**src/rtl/tagged_record_deframer_core_defines.svh**
```systemverilog
// Assertion macros shared by the deframer RTL.
`ifndef TAGGED_RECORD_DEFRAMER_CORE_DEFINES_SVH
`define TAGGED_RECORD_DEFRAMER_CORE_DEFINES_SVH

`ifndef SYNTHESIS

// Clocked check, muted while reset is asserted.
`define TRD_ASSERT(lbl, prop, msg) \
  lbl: assert property (@(posedge clk_i) disable iff (!rst_ni) (prop)) else $error(msg);

// Condition that must never be true at a clock edge.
`define TRD_ASSERT_NEVER(lbl, cond, msg) \
  `TRD_ASSERT(lbl, !(cond), msg)

`else

`define TRD_ASSERT(lbl, prop, msg)
`define TRD_ASSERT_NEVER(lbl, cond, msg)

`endif

`endif

```
**src/rtl/trd_pkg.sv**
```systemverilog
// Types and constants shared by the deframer modules.
`timescale 1ns / 1ps

package trd_pkg;

  localparam int unsigned ByteW  = 8;
  localparam int unsigned TsW    = 64;
  localparam int unsigned LenW   = 27;
  localparam int unsigned PosW   = 3;
  localparam int unsigned DigCntW = 5;

  // Most digits allowed in a number field.
  localparam logic [DigCntW-1:0] MaxDigits = DigCntW'(19);

  // Reset value of the payload length limit (64 MiB).
  localparam logic [LenW-1:0] MaxLenReset = LenW'(64 * 1024 * 1024);

  localparam logic [ByteW-1:0] ChDollar = 8'h24;
  localparam logic [ByteW-1:0] ChComma  = 8'h2C;
  localparam logic [ByteW-1:0] ChCr     = 8'h0D;
  localparam logic [ByteW-1:0] ChLf     = 8'h0A;
  localparam logic [ByteW-1:0] ChZero   = 8'h30;
  localparam logic [ByteW-1:0] ChNine   = 8'h39;

  localparam int unsigned TagLen = 6;
  localparam logic [PosW-1:0] TagLastPos = PosW'(TagLen - 1);

  // Record prefix characters, in order.
  localparam logic [ByteW-1:0] TagChars [TagLen] = '{
    8'h24, 8'h47, 8'h45, 8'h4F, 8'h44, 8'h2C
  };

  typedef enum logic [1:0] {
    EvHeader    = 2'd0,
    EvPayload   = 2'd1,
    EvMalformed = 2'd2,
    EvTruncated = 2'd3
  } event_kind_e;

  typedef struct packed {
    event_kind_e             kind;
    logic [ByteW-1:0]        payload_byte;
    logic [TsW-1:0]          timestamp_ms;
    logic [LenW-1:0]         record_length;
    logic                    last_of_record;
  } result_t;

endpackage

```
**src/rtl/trd_parser.sv**
```systemverilog
// Parser state and step logic: each step consumes one log item.
`timescale 1ns / 1ps
`include "tagged_record_deframer_core_defines.svh"

module trd_parser (
  input  logic                        clk_i,
  input  logic                        rst_ni,
  input  logic                        step_i,
  input  logic [trd_pkg::ByteW-1:0]   log_byte_i,
  input  logic                        end_of_log_i,
  input  logic [trd_pkg::LenW-1:0]    max_len_i,
  output logic                        res_valid_o,
  output trd_pkg::result_t            res_o
);

  typedef enum logic [2:0] {
    PhSearch  = 3'd0,
    PhStamp   = 3'd1,
    PhLength  = 3'd2,
    PhPayload = 3'd3,
    PhTerm    = 3'd4,
    PhAfterCr = 3'd5
  } phase_e;

  phase_e                         phase_q, phase_d;
  logic [trd_pkg::PosW-1:0]       pos_q, pos_d;
  logic [trd_pkg::DigCntW-1:0]    dig_cnt_q, dig_cnt_d;
  logic [trd_pkg::TsW-1:0]        acc_q, acc_d;
  logic                           ovf_q, ovf_d;
  logic [trd_pkg::TsW-1:0]        ts_q, ts_d;
  logic [trd_pkg::LenW-1:0]       total_q, total_d;
  logic [trd_pkg::LenW-1:0]       remain_q, remain_d;
  logic                           res_valid_d;
  trd_pkg::result_t               res_d;

  logic                           is_digit;
  logic [trd_pkg::TsW-1:0]        acc_next;
  logic [trd_pkg::PosW-1:0]       srch_base;
  logic [trd_pkg::PosW-1:0]       srch_pos;
  logic                           srch_hit;
  logic                           last_byte;

  assign is_digit = (log_byte_i >= trd_pkg::ChZero) && (log_byte_i <= trd_pkg::ChNine);
  // acc * 10 + digit; '0'..'9' carry their value in the low nibble
  assign acc_next = {acc_q[trd_pkg::TsW-4:0], 3'b000}
                  + {acc_q[trd_pkg::TsW-2:0], 1'b0}
                  + {{(trd_pkg::TsW-4){1'b0}}, log_byte_i[3:0]};

  // Prefix matcher: search phase continues from pos_q, a rescan starts fresh.
  assign srch_base = ((phase_q == PhSearch) && (pos_q <= trd_pkg::TagLastPos)) ? pos_q : '0;
  assign srch_hit  = (log_byte_i == trd_pkg::TagChars[srch_base]);
  assign srch_pos  = srch_hit ? (srch_base + trd_pkg::PosW'(1))
                              : ((log_byte_i == trd_pkg::ChDollar) ? trd_pkg::PosW'(1) : '0);

  assign last_byte = (remain_q <= trd_pkg::LenW'(1));

  always_comb begin
    phase_d     = phase_q;
    pos_d       = pos_q;
    dig_cnt_d   = dig_cnt_q;
    acc_d       = acc_q;
    ovf_d       = ovf_q;
    ts_d        = ts_q;
    total_d     = total_q;
    remain_d    = remain_q;
    res_valid_d = 1'b0;
    res_d       = '0;

    if (end_of_log_i) begin
      phase_d   = PhSearch;
      pos_d     = '0;
      dig_cnt_d = '0;
      acc_d     = '0;
      ovf_d     = 1'b0;
      if ((phase_q == PhStamp) || (phase_q == PhLength)) begin
        res_valid_d = 1'b1;
        res_d.kind  = trd_pkg::EvMalformed;
      end else if (phase_q == PhPayload) begin
        res_valid_d         = 1'b1;
        res_d.kind          = trd_pkg::EvTruncated;
        res_d.timestamp_ms  = ts_q;
        res_d.record_length = total_q;
      end
    end else begin
      unique case (phase_q)
        PhStamp, PhLength: begin
          if (log_byte_i == trd_pkg::ChComma) begin
            if ((dig_cnt_q == '0) || ((phase_q == PhLength) && ovf_q)) begin
              phase_d     = PhSearch;
              pos_d       = '0;
              dig_cnt_d   = '0;
              acc_d       = '0;
              ovf_d       = 1'b0;
              res_valid_d = 1'b1;
              res_d.kind  = trd_pkg::EvMalformed;
            end else if (phase_q == PhStamp) begin
              ts_d      = acc_q;
              phase_d   = PhLength;
              dig_cnt_d = '0;
              acc_d     = '0;
              ovf_d     = 1'b0;
            end else begin
              total_d   = acc_q[trd_pkg::LenW-1:0];
              remain_d  = acc_q[trd_pkg::LenW-1:0];
              dig_cnt_d = '0;
              acc_d     = '0;
              ovf_d     = 1'b0;
              pos_d     = '0;
              phase_d   = (acc_q[trd_pkg::LenW-1:0] == '0) ? PhTerm : PhPayload;
              res_valid_d          = 1'b1;
              res_d.kind           = trd_pkg::EvHeader;
              res_d.timestamp_ms   = ts_q;
              res_d.record_length  = acc_q[trd_pkg::LenW-1:0];
              res_d.last_of_record = (acc_q[trd_pkg::LenW-1:0] == '0);
            end
          end else if (!is_digit || (dig_cnt_q >= trd_pkg::MaxDigits)) begin
            phase_d     = PhSearch;
            pos_d       = '0;
            dig_cnt_d   = '0;
            acc_d       = '0;
            ovf_d       = 1'b0;
            res_valid_d = 1'b1;
            res_d.kind  = trd_pkg::EvMalformed;
          end else begin
            acc_d     = acc_next;
            dig_cnt_d = dig_cnt_q + trd_pkg::DigCntW'(1);
            if (acc_next > {{(trd_pkg::TsW-trd_pkg::LenW){1'b0}}, max_len_i}) begin
              ovf_d = 1'b1;
            end
          end
        end
        PhPayload: begin
          res_valid_d          = 1'b1;
          res_d.kind           = trd_pkg::EvPayload;
          res_d.payload_byte   = log_byte_i;
          res_d.timestamp_ms   = ts_q;
          res_d.record_length  = total_q;
          res_d.last_of_record = last_byte;
          if (last_byte) begin
            remain_d = '0;
            phase_d  = PhTerm;
          end else begin
            remain_d = remain_q - trd_pkg::LenW'(1);
          end
        end
        default: begin
          // search, terminator check, after CR, and unused codes
          if ((phase_q == PhTerm) && (log_byte_i == trd_pkg::ChCr)) begin
            phase_d = PhAfterCr;
          end else begin
            phase_d   = PhSearch;
            pos_d     = '0;
            dig_cnt_d = '0;
            acc_d     = '0;
            ovf_d     = 1'b0;
            if ((phase_q == PhSearch) || (log_byte_i != trd_pkg::ChLf)) begin
              if (srch_hit && (srch_base == trd_pkg::TagLastPos)) begin
                phase_d = PhStamp;
                pos_d   = '0;
              end else begin
                pos_d = srch_pos;
              end
            end
          end
        end
      endcase
    end
  end

  always_ff @(posedge clk_i or negedge rst_ni) begin
    if (!rst_ni) begin
      phase_q     <= PhSearch;
      pos_q       <= '0;
      dig_cnt_q   <= '0;
      acc_q       <= '0;
      ovf_q       <= 1'b0;
      ts_q        <= '0;
      total_q     <= '0;
      remain_q    <= '0;
    end else if (step_i) begin
      phase_q     <= phase_d;
      pos_q       <= pos_d;
      dig_cnt_q   <= dig_cnt_d;
      acc_q       <= acc_d;
      ovf_q       <= ovf_d;
      ts_q        <= ts_d;
      total_q     <= total_d;
      remain_q    <= remain_d;
    end
  end

  assign res_valid_o = step_i && res_valid_d;
  assign res_o       = res_d;

  `TRD_ASSERT_NEVER(a_payload_empty, (phase_q == PhPayload) && (remain_q == '0), "payload phase with nothing left")
  `TRD_ASSERT(a_digits_bound, dig_cnt_q <= trd_pkg::MaxDigits, "digit count beyond limit")
  `TRD_ASSERT(a_header_len, (res_valid_o && (res_d.kind == trd_pkg::EvHeader)) |=> (remain_q == total_q), "header count not loaded")

endmodule

```
**src/rtl/trd_out_buf.sv**
```systemverilog
// Two-entry result buffer: output register plus skid register.
`timescale 1ns / 1ps
`include "tagged_record_deframer_core_defines.svh"

module trd_out_buf (
  input  logic              clk_i,
  input  logic              rst_ni,
  input  logic              push_i,
  input  trd_pkg::result_t  push_data_i,
  input  logic              out_stall_i,
  output logic              out_valid_o,
  output trd_pkg::result_t  out_data_o,
  output logic              full_o
);

  logic             out_valid_q;
  trd_pkg::result_t out_data_q;
  logic             skid_valid_q;
  trd_pkg::result_t skid_data_q;
  logic             drain;

  assign drain = out_valid_q && !out_stall_i;

  always_ff @(posedge clk_i or negedge rst_ni) begin
    if (!rst_ni) begin
      out_valid_q  <= 1'b0;
      skid_valid_q <= 1'b0;
    end else begin
      priority if (skid_valid_q) begin
        if (drain) begin
          out_valid_q  <= 1'b1;
          skid_valid_q <= 1'b0;
        end
      end else if (push_i) begin
        if (!out_valid_q || drain) begin
          out_valid_q <= 1'b1;
        end else begin
          skid_valid_q <= 1'b1;
        end
      end else if (drain) begin
        out_valid_q <= 1'b0;
      end
    end
  end

  // data path, no reset needed
  always_ff @(posedge clk_i) begin
    if (skid_valid_q) begin
      if (drain) begin
        out_data_q <= skid_data_q;
      end
    end else if (push_i) begin
      if (!out_valid_q || drain) begin
        out_data_q <= push_data_i;
      end else begin
        skid_data_q <= push_data_i;
      end
    end
  end

  assign out_valid_o = out_valid_q;
  assign out_data_o  = out_data_q;
  assign full_o      = skid_valid_q;

  `TRD_ASSERT(a_skid_behind_out, skid_valid_q |-> out_valid_q, "skid holds an item ahead of output")
  `TRD_ASSERT_NEVER(a_push_full, push_i && skid_valid_q, "item pushed into full buffer")
  `TRD_ASSERT(a_skid_moves, (skid_valid_q && drain) |=> (out_valid_q && !skid_valid_q), "skid item not moved on drain")

endmodule

```
**src/rtl/tagged_record_deframer_core.sv**
```systemverilog
// Top level of the tagged log record deframer.
`timescale 1ns / 1ps
// Usage
//   Input channel: one log byte per item (log_byte_i), or an end-of-log mark
//   (end_of_log_i, byte ignored). Output channel: at most one event item per
//   input item: header accepted, payload byte (with last mark), malformed
//   header, or truncated record. Both channels use valid/stall; an item moves
//   at an edge with valid high and stall low.
//   Config: cfg_wr_en_i writes the payload length limit from cfg_wr_data_i;
//   write only while no item is in flight.
// Timing
//   An accepted item sits in the input register, goes through the parser into
//   the output register (or the skid register when the output register is held),
//   and its result item is then offered on the output channel.
//   Throughput is 1 item per cycle while the skid entry is free; in the parser
//   step the 64-bit multiply-by-ten add and limit compare set the critical path.
// Reset
//   Async active-low. Parser returns to prefix search, buffers empty, limit
//   back to 64 MiB.
// Stall
//   Output register plus a skid entry hold one extra result while the output is
//   stalled; input stall comes from registers only, rising once the skid is full.
`include "tagged_record_deframer_core_defines.svh"

module tagged_record_deframer_core (
  input  logic                         clk_i,
  input  logic                         rst_ni,
  // config
  input  logic                         cfg_wr_en_i,
  input  logic [trd_pkg::LenW-1:0]     cfg_wr_data_i,
  // input items
  input  logic                         in_valid_i,
  output logic                         in_stall_o,
  input  logic [trd_pkg::ByteW-1:0]    log_byte_i,
  input  logic                         end_of_log_i,
  // result items
  output logic                         out_valid_o,
  input  logic                         out_stall_i,
  output logic [1:0]                   event_kind_o,
  output logic [trd_pkg::ByteW-1:0]    payload_byte_o,
  output logic [trd_pkg::TsW-1:0]      timestamp_ms_o,
  output logic [trd_pkg::LenW-1:0]     record_length_o,
  output logic                         last_of_record_o
);

  logic [trd_pkg::LenW-1:0]   max_len_q;

  logic                       in_valid_q;
  logic [trd_pkg::ByteW-1:0]  in_byte_q;
  logic                       in_eol_q;

  logic                       buf_full;
  logic                       step;
  logic                       accept;
  logic                       res_valid;
  trd_pkg::result_t           res;
  trd_pkg::result_t           out_data;

  // Payload length limit register.
  always_ff @(posedge clk_i or negedge rst_ni) begin
    if (!rst_ni) begin
      max_len_q <= trd_pkg::MaxLenReset;
    end else if (cfg_wr_en_i) begin
      max_len_q <= cfg_wr_data_i;
    end
  end

  // Input register: parser consumes it whenever the skid entry is free.
  assign step       = in_valid_q && !buf_full;
  assign in_stall_o = in_valid_q && buf_full;
  assign accept     = in_valid_i && !in_stall_o;

  always_ff @(posedge clk_i or negedge rst_ni) begin
    if (!rst_ni) begin
      in_valid_q <= 1'b0;
    end else if (accept || step) begin
      in_valid_q <= accept;
    end
  end

  always_ff @(posedge clk_i) begin
    if (accept) begin
      in_byte_q <= log_byte_i;
      in_eol_q  <= end_of_log_i;
    end
  end

  trd_parser u_parser (
    .clk_i        (clk_i),
    .rst_ni       (rst_ni),
    .step_i       (step),
    .log_byte_i   (in_byte_q),
    .end_of_log_i (in_eol_q),
    .max_len_i    (max_len_q),
    .res_valid_o  (res_valid),
    .res_o        (res)
  );

  trd_out_buf u_out_buf (
    .clk_i       (clk_i),
    .rst_ni      (rst_ni),
    .push_i      (res_valid),
    .push_data_i (res),
    .out_stall_i (out_stall_i),
    .out_valid_o (out_valid_o),
    .out_data_o  (out_data),
    .full_o      (buf_full)
  );

  assign event_kind_o     = out_data.kind;
  assign payload_byte_o   = out_data.payload_byte;
  assign timestamp_ms_o   = out_data.timestamp_ms;
  assign record_length_o  = out_data.record_length;
  assign last_of_record_o = out_data.last_of_record;

  `TRD_ASSERT(a_stall_needs_item, in_stall_o |-> in_valid_q, "input stalled with empty input register")
  `TRD_ASSERT(a_hold_when_stalled, (in_valid_q && buf_full) |=> in_valid_q, "held item dropped")
  `TRD_ASSERT(a_no_step_full, step |-> !buf_full, "parser stepped into a full buffer")

endmodule
```
**config.mk**
```make
export PLATFORM = sky130hd
export DESIGN_NAME = tagged_record_deframer_core
export DESIGN_NICKNAME = d
export VERILOG_FILES = /design/src/rtl/trd_pkg.sv /design/src/rtl/trd_parser.sv /design/src/rtl/trd_out_buf.sv /design/src/rtl/tagged_record_deframer_core.sv
export VERILOG_INCLUDE_DIRS = /design/src /design/src/rtl
export SDC_FILE = /design/constraint.sdc
export NUM_CORES = 1
export LEC_CHECK = 0
export BUFFER_PORTS_ARGS = -buffer_cell sky130_fd_sc_hd__clkbuf_2
export CAP_MARGIN = 20
export CORE_MARGIN = 2
export CORE_UTILIZATION = 55
export DETAILED_ROUTE_END_ITERATION = 12
export PLACE_DENSITY = 0.73
export SYNTH_ARGS = -nofsm -noshare
export SYNTH_HDL_FRONTEND = slang
export SYNTH_SLANG_ARGS = --single-unit
```
**constraint.sdc**
```tcl
create_clock -name clk_i -period 8.45 [get_ports clk_i]
set_input_delay 0.4225 -clock clk_i [delete_from_list [all_inputs] [get_ports clk_i]]
set_output_delay 0.4225 -clock clk_i [all_outputs]
set_load 0.005 [all_outputs]
```
==> flow_summary.json <==
{
  "grt_usage_pct": 29.0,
  "cp.required_ns": 8.84,
  "avgSynthCellArea_sq_um": 11.0,
  "timing.final.max_slew_violations": 0,
  "path_class": "reg -> reg",
  "die-area_sq_mm": 0.0449,
  "core_area_sq_mm": 0.0429,
  "finalNonFillerCells": 2888,
  "crit_buf_inv": 2,
  "drcViolationCount": 0,
  "grt_setup_unrepaired": "false",
  "worst_path_max_delay_cell": "fa_1",
  "antenna_found_initial": 0,
  "p_int_mw": 3.30,
  "rr_startpoint": "in_byte_q[3]$_DFFE_PP_",
  "yosys.area.top_type": "edfxtp_1",
  "layout_commonest_cell": "dfrtp_1",
  "cp-start-kind": "register",
  "dpl.cell_count": 2801,
  "numPortBuffers": 144,
  "diodes": 0,
  "switching_share_pct": 22.4,
  "post_cts_buffers": 0,
  "hold-path-endpoint": "max_len_q[24]$_DFFE_PN0P_",
  "row_count": 76,
  "critical_path.top_delay_family": "compound AO/OA/AOI/OAI gates",
  "synth_edf_count": 213,
  "synth_top_area_share_pct": 26.9,
  "maxCapViolCount": 0,
  "path_common_cell": "a21oi_1",
  "die_h_microns": 212,
  "powerDensity_mw_per_mm2": 161,
  "final_cell_mix": "dfrtp_1 (222), edfxtp_1 (213), nand2_1 (194)",
  "vias": 17500,
  "path_cells": "inv_1 -> fa_1 -> inv_1 -> fa_1 -> a21oi_1 -> o21ai_0 -> a21oi_1 -> o21bai_1 -> a21oi_1 -> o21bai_1 -> a21oi_1 -> xnor2_1 -> ha_1 -> nand4_1 -> nor3_1 -> a21oi_1 -> o211ai_1 -> a2111oi_0 -> a21oi_1 -> o21ba_2 -> nand4_1 -> nand4bb_1 -> nor4_1 -> a41oi_1",
  "finalSetupViolCount": 0,
  "endpoint_kind": "register",
  "synthCells": 2159,
  "synthTopCellsByArea": "edfxtp_1 (27%), dfrtp_1 (23%), mux2_2 (8.9%)",
  "ir_drop_mv": 0.151,
  "yosysSeqAreaShare_pct": 50.5,
  "combPwrFrac_pct": 2.8,
  "post_drt_wl_per_cell_microns": 22.3,
  "seqCellArea_sq_mm": 0.0120,
  "ctsRootBufferMaster": "clkbuf_16",
  "layout-drive-gt1-share_pct": 20.0,
  "relSlewSlack_pct": 25.1,
  "fin_crit_sh_pct": 66.3,
  "p_seq_share_pct": 52.9,
  "drt_iter0_drc": 1698,
  "min_path_type": "in -> reg",
  "cts_tree": "done",
  "switchingPower_mw": 0.951,
  "cts_buffers": 45,
  "synth_top_flop_cell": "dfrtp_1",
  "clkPwrFrac_pct": 44.3,
  "gp_congestion": 0.971,
  "clk_latency_ns": 0.60,
  "min_period_ns": 5.60,
  "grt_pass1_wl_microns": 99600,
  "multi_input_area_sq_mm": 0.0111,
  "reg2reg_depth": 24,
  "wl_microns": 64400,
  "run_status": "finished, final reports clean",
  "async_flop_share_pct": 51.3,
  "grt_max_degree": 113,
  "dp_hpwl_microns": 47100,
  "htree_num_levels": 2,
  "finClkSkew_ns": 0.0312,
  "fillCellCount": 3460,
  "ios": 145,
  "dr.pass1.iters": 6,
  "grt_overflow_total": 0,
  "fin_tns_setup_ns": 0,
  "die_width_microns": 212,
  "yosys_register_bits": 437,
  "hp-start": "cfg_wr_data_i[24]",
  "synth_cell_types": 88,
  "clock-sinks": 437,
  "yosysWarnings": 0,
  "tightest_slew_ns": 1.11,
  "arrival_ns": 5.99,
  "max_freq_mhz": 179,
  "ant_nets": 0,
  "syn2layout_area_growth_pct": 11.1,
  "grt_pass1_vias": 16800,
  "r2r_slack_ns": 2.85,
  "clk_pin_slew_worst_paths_ns": 0.06,
  "critPathMaxStageDelay_ns": 0.56,
  "syn_area_sq_mm": 0.0238,
  "start_util_pct": 55.5,
  "holdPathStages": 3,
  "holdWs_ns": 0.0295,
  "clk_path_buf_depth": 3,
  "power_leakage_nw": 11.9,
  "viasPerCell": 6.06,
  "r2r-end": "u_parser.ovf_q$_DFFE_PN0P_",
  "nNetsFinal": 2465,
  "synthesis.nets": 2358,
  "hold_violations": 0,
  "critical_path_peak_fanout": 7
}
## cell families after synthesis
group	after synthesis	synth area share [%]
mux	194	9.16
buf+inv	182	3.12
flops	437	50.5
fa+ha+maj	158	8.37
xor+xnor	52	1.91
simple gates	588	12.1
compound gates	548	14.9
## how the worst max path moves through the flow
stage | slack (ns) | cells past startpoint | startpoint | end
2_1_floorplan | 1.02 | 8 | u_parser.phase_q[0]$_DFFE_PN0P_ | u_out_buf.out_data_o[0]$_DFFE_PP_
3_3_place_gp | 2.95 | 24 | in_byte_q[3]$_DFFE_PP_ | u_parser.ovf_q$_DFFE_PN0P_
3_5_place_dp | 2.89 | 24 | in_byte_q[3]$_DFFE_PP_ | u_parser.ovf_q$_DFFE_PN0P_
4_1_cts | 2.85 | 24 | in_byte_q[3]$_DFFE_PP_ | u_parser.ovf_q$_DFFE_PN0P_
5_1_grt | 2.37 | 22 | in_byte_q[3]$_DFFE_PP_ | u_parser.ovf_q$_DFFE_PN0P_
6_report | 2.85 | 24 | in_byte_q[3]$_DFFE_PP_ | u_parser.ovf_q$_DFFE_PN0P_
## metrics by stage
| step | area (sq um) | worst slack [ns] | util (%) | power, mW |
|---|---|---|---|---|
| floorplan | 23800 | 1.02 | - | 2.35 |
| global placement | 25000 | 2.95 | 58.3 | 2.41 |
| detailed placement | 25000 | 2.89 | 58.3 | 2.41 |
| CTS | 26400 | 2.85 | 61.6 | 4.29 |
| global route | 26400 | 2.37 | 61.6 | 4.38 |
| finish | 26400 | 2.85 | 61.6 | 4.25 |
## worst min-delay path, stage by stage
cell	delay, ns
clkbuf_2	0.07
nand2_1	0.03
o21ai_0	0.06
## cell type report
| type | instances | share of cell area [%] |
|---|---|---|
| Multi-Input combinational cell | 1540 | 42.0 |
| Clock buffer | 61 | 4.64 |
| Sequential cell | 437 | 45.4 |
| Tap cell | 585 | 2.77 |
| Clock inverter | 23 | 0.663 |
| Timing Repair Buffer | 165 | 3.41 |
| Inverter | 77 | 1.09 |
## registers in the layout, summed over array words and instances (netlist names)
register               flops
u_parser.pos_q             3
u_parser.ovf_q             1
u_parser.ts_q             64
max_len_q                 27
in_byte_q                  8
u_parser.dig_cnt_q         5
u_parser.phase_q           3
u_parser.total_q          27
u_out_buf.full_o           1
u_out_buf.skid_data_q    102
u_parser.acc_q            64
u_out_buf.out_valid_o      1
u_parser.remain_q         27
in_valid_q                 1
in_eol_q                   1
u_out_buf.out_data_o     102
## Yosys cell counts, types with 14 or more instances
library cell,count
buf_2,20
a21o_1,24
inv_1,76
nor4_1,15
a31oi_1,15
nand2_1,195
dfrtp_1,223
o21ai_0,156
nand4_1,36
a21oi_1,126
o31ai_1,15
and2_1,70
or3_1,14
nor3_1,54
nand3_1,29
nor2_1,111
xnor2_1,40
o21bai_1,16
a22o_1,54
mux2_2,189
o21ai_1,27
ha_1,156
edfxtp_1,213
clkbuf_1,74
## routing by layer
layer	share of wire (%)	vias up	global-route usage [%]
met5	0	-	0
met4	2.2	0	6.85
met3	5.3	76	3.55
met2	44	529	42.9
met1	49	8690	45.3
li1	-	8216	-
## power groups by stage
stage	combinational [mW]	clock [mW]	sequential, mW
after floorplan	0.0662	0	2.28
after global placement	0.117	0	2.29
after detailed placement	0.118	0	2.29
after CTS	0.120	1.92	2.25
after global routing	0.134	2.00	2.25
final	0.119	1.89	2.25
## what timing repair did
item	in CTS	in global routing
hold buffers	2	0
hold endpoints to repair	111	0
resized for setup	0	0
Power figures use the tool's default switching activity.
